$ cat src/hdl/fpr_pkg.sv
// shared types and constants for the fifo page replacement block
// no dependencies; imported by fpr_cell and fifo_page_replacement
`default_nettype none
package fpr_pkg;

	localparam int FRAMES    = 8;
	localparam int PAGE_BITS = 16;
	localparam int SLOT_W    = 3;
	localparam int CNT_W     = 4;
	localparam int CFG_W     = 32;
	localparam int ADDR_W    = 3;

	localparam logic [CNT_W-1:0] FRAMES_RESET = 4'd8;
	localparam logic [0:0]       REG_FRAMES_IN_USE = 1'b0;

	typedef logic [PAGE_BITS-1:0] page_t;
	typedef logic [SLOT_W-1:0]    slot_t;

	// data handed from one cell to the next
	typedef struct packed {
		logic  hit;
		slot_t hit_slot;
		logic  ev_valid;
		page_t ev_page;
	} fpr_chain_t;

	// per-transaction control broadcast to every cell
	typedef struct packed {
		logic write;
		logic clear;
	} fpr_ctrl_t;

endpackage
`default_nettype wire

$ cat src/hdl/fpr_cell.sv
// one page frame: stored page, valid bit, compare and chain stage
// depends on fpr_pkg
`default_nettype none
module fpr_cell (
	input  wire logic               clk,
	input  wire logic               arst_n,
	input  wire fpr_pkg::slot_t     idx,
	input  wire logic               enable,
	input  wire logic               victim,
	input  wire fpr_pkg::page_t     page,
	input  wire fpr_pkg::fpr_ctrl_t ctrl,
	input  wire fpr_pkg::fpr_chain_t chain_in,
	output fpr_pkg::fpr_chain_t     chain_out
);
	import fpr_pkg::*;

	page_t page_q;
	logic  valid_q;
	logic  match;

	assign match = enable && valid_q && (page_q == page);

	always_comb begin
		chain_out = chain_in;
		if (!chain_in.hit && match) begin
			chain_out.hit      = 1'b1;
			chain_out.hit_slot = idx;
		end
		if (victim) begin
			chain_out.ev_valid = valid_q;
			chain_out.ev_page  = valid_q ? page_q : '0;
		end
	end

	always_ff @(posedge clk or negedge arst_n) begin
		if (!arst_n) begin
			valid_q <= 1'b0;
		end else if (ctrl.clear) begin
			valid_q <= 1'b0;
		end else if (ctrl.write && victim) begin
			valid_q <= 1'b1;
		end
	end

	always_ff @(posedge clk) begin
		if (ctrl.write && victim && !ctrl.clear) begin
			page_q <= page;
		end
	end

endmodule
`default_nettype wire

$ cat src/hdl/fifo_page_replacement.sv
// top level of the fifo page replacement block: row of frame cells,
// victim pointer, fault counter, output register and register port
// depends on fpr_pkg and fpr_cell
//
//   channel   handshake               payload
//   in        in_valid / in_stall     page_number, end_of_sequence
//   out       out_valid / out_stall   page_fault, frame_slot, evicted_valid,
//                                     evicted_page, fault_count
//   cfg       psel, penable, pwrite   paddr, pwdata, prdata, pready
//
// one transaction per cycle while in_stall is low; the result is registered and appears in the cycle after acceptance
// the compare ripples through the row of frame cells within the accepting cycle
// reset empties all frames and sets frames_in_use to 8
// in_stall follows out_stall while a result is held in the output register
`default_nettype none
module fifo_page_replacement (
	input  wire logic                        clk,
	input  wire logic                        arst_n,
	input  wire logic                        psel,
	input  wire logic                        penable,
	input  wire logic                        pwrite,
	input  wire logic [fpr_pkg::ADDR_W-1:0]  paddr,
	input  wire logic [fpr_pkg::CFG_W-1:0]   pwdata,
	output logic      [fpr_pkg::CFG_W-1:0]   prdata,
	output logic                             pready,
	input  wire logic                        in_valid,
	output logic                             in_stall,
	input  wire logic [fpr_pkg::PAGE_BITS-1:0] page_number,
	input  wire logic                        end_of_sequence,
	output logic                             out_valid,
	input  wire logic                        out_stall,
	output logic                             page_fault,
	output logic      [fpr_pkg::SLOT_W-1:0]  frame_slot,
	output logic                             evicted_valid,
	output logic      [fpr_pkg::PAGE_BITS-1:0] evicted_page,
	output logic      [15:0]                 fault_count
);
	import fpr_pkg::*;

	logic [CNT_W-1:0] frames_q;
	logic [CNT_W-1:0] count;
	slot_t            ptr_q;
	slot_t            ptr_eff;
	logic [CNT_W-1:0] ptr_inc;
	slot_t            ptr_next;
	logic [15:0]      fault_q;
	logic [15:0]      fault_next;
	logic             accept;
	logic             miss;
	fpr_ctrl_t        ctrl;
	fpr_chain_t       chain [FRAMES+1];

	logic             out_valid_q;
	logic             page_fault_q;
	slot_t            frame_slot_q;
	logic             evicted_valid_q;
	page_t            evicted_page_q;
	logic [15:0]      fault_count_q;

	// register port
	assign pready = 1'b1;
	assign prdata = (paddr[2] == REG_FRAMES_IN_USE) ? CFG_W'(frames_q) : '0;

	always_ff @(posedge clk or negedge arst_n) begin
		if (!arst_n) begin
			frames_q <= FRAMES_RESET;
		end else if (psel && penable && pwrite && pready
		             && paddr[2] == REG_FRAMES_IN_USE) begin
			frames_q <= pwdata[CNT_W-1:0];
		end
	end

	always_comb begin
		if (frames_q == '0) begin
			count = CNT_W'(1);
		end else if (frames_q > CNT_W'(FRAMES)) begin
			count = CNT_W'(FRAMES);
		end else begin
			count = frames_q;
		end
	end

	assign in_stall = out_valid_q && out_stall;
	assign accept   = in_valid && !in_stall;

	assign ptr_eff  = ({1'b0, ptr_q} >= count) ? '0 : ptr_q;
	assign ptr_inc  = {1'b0, ptr_eff} + CNT_W'(1);
	assign ptr_next = (ptr_inc >= count) ? '0 : ptr_inc[SLOT_W-1:0];

	assign miss       = !chain[FRAMES].hit;
	assign fault_next = (fault_q == 16'hFFFF) ? fault_q : fault_q + 16'd1;

	assign ctrl.write = accept && miss;
	assign ctrl.clear = accept && end_of_sequence;

	assign chain[0] = '0;

	for (genvar i = 0; i < FRAMES; i++) begin : g_cell
		fpr_cell u_cell (
			.clk       (clk),
			.arst_n    (arst_n),
			.idx       (SLOT_W'(i)),
			.enable    (CNT_W'(i) < count),
			.victim    (ptr_eff == SLOT_W'(i)),
			.page      (page_number),
			.ctrl      (ctrl),
			.chain_in  (chain[i]),
			.chain_out (chain[i+1])
		);
	end

	always_ff @(posedge clk or negedge arst_n) begin
		if (!arst_n) begin
			ptr_q   <= '0;
			fault_q <= '0;
		end else if (accept) begin
			if (end_of_sequence) begin
				ptr_q   <= '0;
				fault_q <= '0;
			end else if (miss) begin
				ptr_q   <= ptr_next;
				fault_q <= fault_next;
			end
		end
	end

	// output register
	always_ff @(posedge clk or negedge arst_n) begin
		if (!arst_n) begin
			out_valid_q <= 1'b0;
		end else if (accept) begin
			out_valid_q <= 1'b1;
		end else if (!out_stall) begin
			out_valid_q <= 1'b0;
		end
	end

	always_ff @(posedge clk) begin
		if (accept) begin
			page_fault_q    <= miss;
			frame_slot_q    <= miss ? ptr_eff : chain[FRAMES].hit_slot;
			evicted_valid_q <= miss && chain[FRAMES].ev_valid;
			evicted_page_q  <= (miss && chain[FRAMES].ev_valid) ?
			                   chain[FRAMES].ev_page : '0;
			fault_count_q   <= miss ? fault_next : fault_q;
		end
	end

	assign out_valid     = out_valid_q;
	assign page_fault    = page_fault_q;
	assign frame_slot    = frame_slot_q;
	assign evicted_valid = evicted_valid_q;
	assign evicted_page  = evicted_page_q;
	assign fault_count   = fault_count_q;

endmodule
`default_nettype wire
$ cat config.mk
export PLATFORM = sky130hd
export DESIGN_NAME = fifo_page_replacement
export DESIGN_NICKNAME = d
export VERILOG_FILES = /design/src/hdl/fpr_pkg.sv /design/src/hdl/fpr_cell.sv /design/src/hdl/fifo_page_replacement.sv
export SDC_FILE = /design/constraint.sdc
export NUM_CORES = 1
export LEC_CHECK = 0
export ABC_AREA = 1
export BUFFER_PORTS_ARGS = -buffer_cell sky130_fd_sc_hd__buf_2
export CORE_ASPECT_RATIO = 1.2
export CORE_MARGIN = 2
export CORE_UTILIZATION = 55
export CTS_CLUSTER_DIAMETER = 200
export DETAILED_ROUTE_END_ITERATION = 8
export MAX_ROUTING_LAYER = met4
export PLACE_DENSITY = 0.75
export SLEW_MARGIN = 20
export SYNTH_ARGS = -nofsm -noshare
export SYNTH_HDL_FRONTEND = slang
export SYNTH_SLANG_ARGS = --single-unit
export TNS_END_PERCENT = 100
$ cat constraint.sdc
create_clock -name clk -period 4.76 [get_ports clk]
set_input_delay 0.714 -clock clk [delete_from_list [all_inputs] [get_ports clk]]
set_output_delay 0.714 -clock clk [all_outputs]
set_load 0.02 [all_outputs]
==> reports/metrics.cfg <==
[synth]
seq_area_frac_synth = 0.468
synth_commonest_cells = nand2_1 (499), edfxtp_1 (165), inv_1 (160), nor2_1 (140), nand3_1 (76)
synthFlopType = edfxtp_1
synth_area_um2 = 12300
ys_async_sr_fraction = 0.162
yosys.area.top_type_share = 0.403
syn-mean-instance-area_um2 = 8.12
ys_warn_count = 0
yosysTopAreaCell = edfxtp_1
post_synth_num_cell_types = 53
yosysMostFrequentCell = nand2_1
synth_edf_count = 165
synth_seq_cells = 197
synthCells = 1516
ys_top_cells_by_area = edfxtp_1 (40%), nand2_1 (15%), dfrtp_1 (6.3%)

[setup_path]
max_stage_delay_ps = 640
cp.arrival_ps = 4380
crit_type = reg -> reg
reg2reg_slack_ps = 600
path_depth = 28
crit_family = simple AND/OR/NAND/NOR gates
crit_start = frames_q[3]
cp_num_buf_inv = 4
startpoint_type = flip-flop
crit_fanout = 18
rr_worst_depth = 28
cp_common_cell = nand2_1
end_kind = flip-flop
endpoint = evicted_page[5]
regToRegStartpoint = frames_q[3]
cp.required_ps = 4980
reg2reg_to = evicted_page[5]
critical-path-slowest-cell = dfstp_2

[timing]
hold_ws_ps = 363
setup_slack_ps = 597
slew_headroom = 0.465
worst_slew_pin_slew_ps = 802
timing.final.crit_share = 0.875
rsz0062_at_grt = false
period_minus_slack_ps = 4160
tns_ps = 0
slew_violations = 0
fin_skew_ps = 10.8
setup_viol = 0
hold_viol_final = 0
max_freq_mhz = 240

[cts]
cts_buffers = 17
clk-insertion-delay-late_ps = 440
cts_sinks = 197
ctsResizeCount = 0
ctsLongestPathBuffers = 2
htreeDepth = 4
cts_setup_buffers = 0
cts_hold_buf = 0
clk_pin_slew_ps = 70
root_buffer = clkbuf_16
tritoncts = yes

[floorplan]
die_area_um2 = 23600
die_x_um = 141
start_util = 0.563
io_pins = 131
design.core.area_um2 = 21900
dieHeight_um = 168
row_count = 59

[cells_and_area]
finalNonFillerCells = 1866
final_nets = 1649
drive_above_1_share = 0.126
n_fill_cell = 1989
areaGrowthSynthToFinish_pct = 8.85

[drt]
vias = 10500
firstDrtPassIters = 8
drt_iter0_drc = 1000
drtAntennaViolNets = 0
viasPerCell = 5.62
wl_um = 35600
wl_per_cell_um = 19.1
drc = 2

[grt]
grt_max_degree = 47
first_global_vias = 9997
track_usage = 0.312
grt_pass1_wl_um = 54100
antenna_found_initial = 0
gr-total-overflow = 0

[power_and_ir_drop]
p_leak_nw = 6.10
p_total_mw = 5.28
power_density_nw_per_um2 = 395
ir_worst_vdd_v = 0.000266

[status]
status = finished with violations
violations = DRC

[placement]
dp_hpwl_um = 26000
place_inst = 1833
port_buffers = 71
place_ws_ps = 717
gp_congestion = 0.977

[worst_hold_path]
hold_path.class = in -> async

[run]
maxCapViolations = 0

## state kept, by name (all words and copies together), names as in the netlist
signal,cells
evicted_page,16
evicted_valid,1
fault_count,16
fault_q,16
frame_slot,3
frames_q,4
g_cell.u_cell.page_q,128
g_cell.u_cell.valid_q,8
out_valid,1
page_fault,1
ptr_q,3
## per-layer routing
layer | vias to the layer above | track usage | share of wire
li1 | 5004 | - | -
met1 | 4884 | 0.359 | 0.39
met2 | 499 | 0.535 | 0.50
met3 | 108 | 0.0518 | 0.065
met4 | 0 | 0.145 | 0.049
met5 | - | - | 0
## worst min path at each step
stage,startpoint,endpoint,slack [ps]
3_3_place_gp,out_valid,out_valid,470
4_1_cts,arst_n,out_valid,380
6_report,arst_n,fault_q[14],360
3_5_place_dp,fault_q[3],fault_q[3],470
2_1_floorplan,arst_n,fault_q[0],420
5_1_grt,arst_n,fault_q[13],420
## where the power goes
group	internal, mW	leakage [nW]	switching (mW)
clock network	0.940	0.318	0.671
registers	2.01	1.94	0.112
logic	0.444	3.84	1.11
## cell usage in the layout (no fill, tap or decap), types with 10 or more instances in the layout
cell type    n
nand3_1     76
a21oi_1     30
nand4_1     51
dfrtp_1     31
xor2_1      45
buf_2       71
nor2_1     139
a21oi_2     11
conb_1      29
o21ai_0     15
nor3b_1     10
nor3_1      34
clkbuf_16   17
ha_1        12
nor4_1      23
xnor2_1     26
edfxtp_1   165
buf_4       23
inv_2       15
inv_1      160
nand2_1    499
## stage by stage
| step | utilization | area, µm² |
|---|---|---|
| 4_1_cts | 0.613 | 13400 |
| 5_1_grt | 0.613 | 13400 |
| 3_5_place_dp | 0.583 | 12700 |
| 3_3_place_gp | 0.583 | 12700 |
| 6_report | 0.613 | 13400 |
| 2_1_floorplan | - | 12400 |
## area by class of cell
type / instances / area, µm² / share of cell area
Inverter: 180 / 678 / 0.0506
Tap cell: 274 / 343 / 0.0256
Clock buffer: 17 / 425 / 0.0318
Sequential cell: 197 / 5760 / 0.430
Clock inverter: 15 / 226 / 0.0169
Antenna cell: 1 / 2.50 / 0.000187
Timing Repair Buffer: 94 / 528 / 0.0394
Multi-Input combinational cell: 1088 / 5430 / 0.406
## kinds of logic after synthesis
kind of cell	Yosys count	synth area share
buffers and inverters	258	0.0995
XOR/XNOR	71	0.0505
AO/OA/AOI/OAI	81	0.0418
flip-flops	197	0.468
adder cells (fa/ha/maj)	12	0.0122
other	2	0.000610
AND/OR/NAND/NOR	895	0.328
Note: power is estimated with default switching activity, not from simulation.
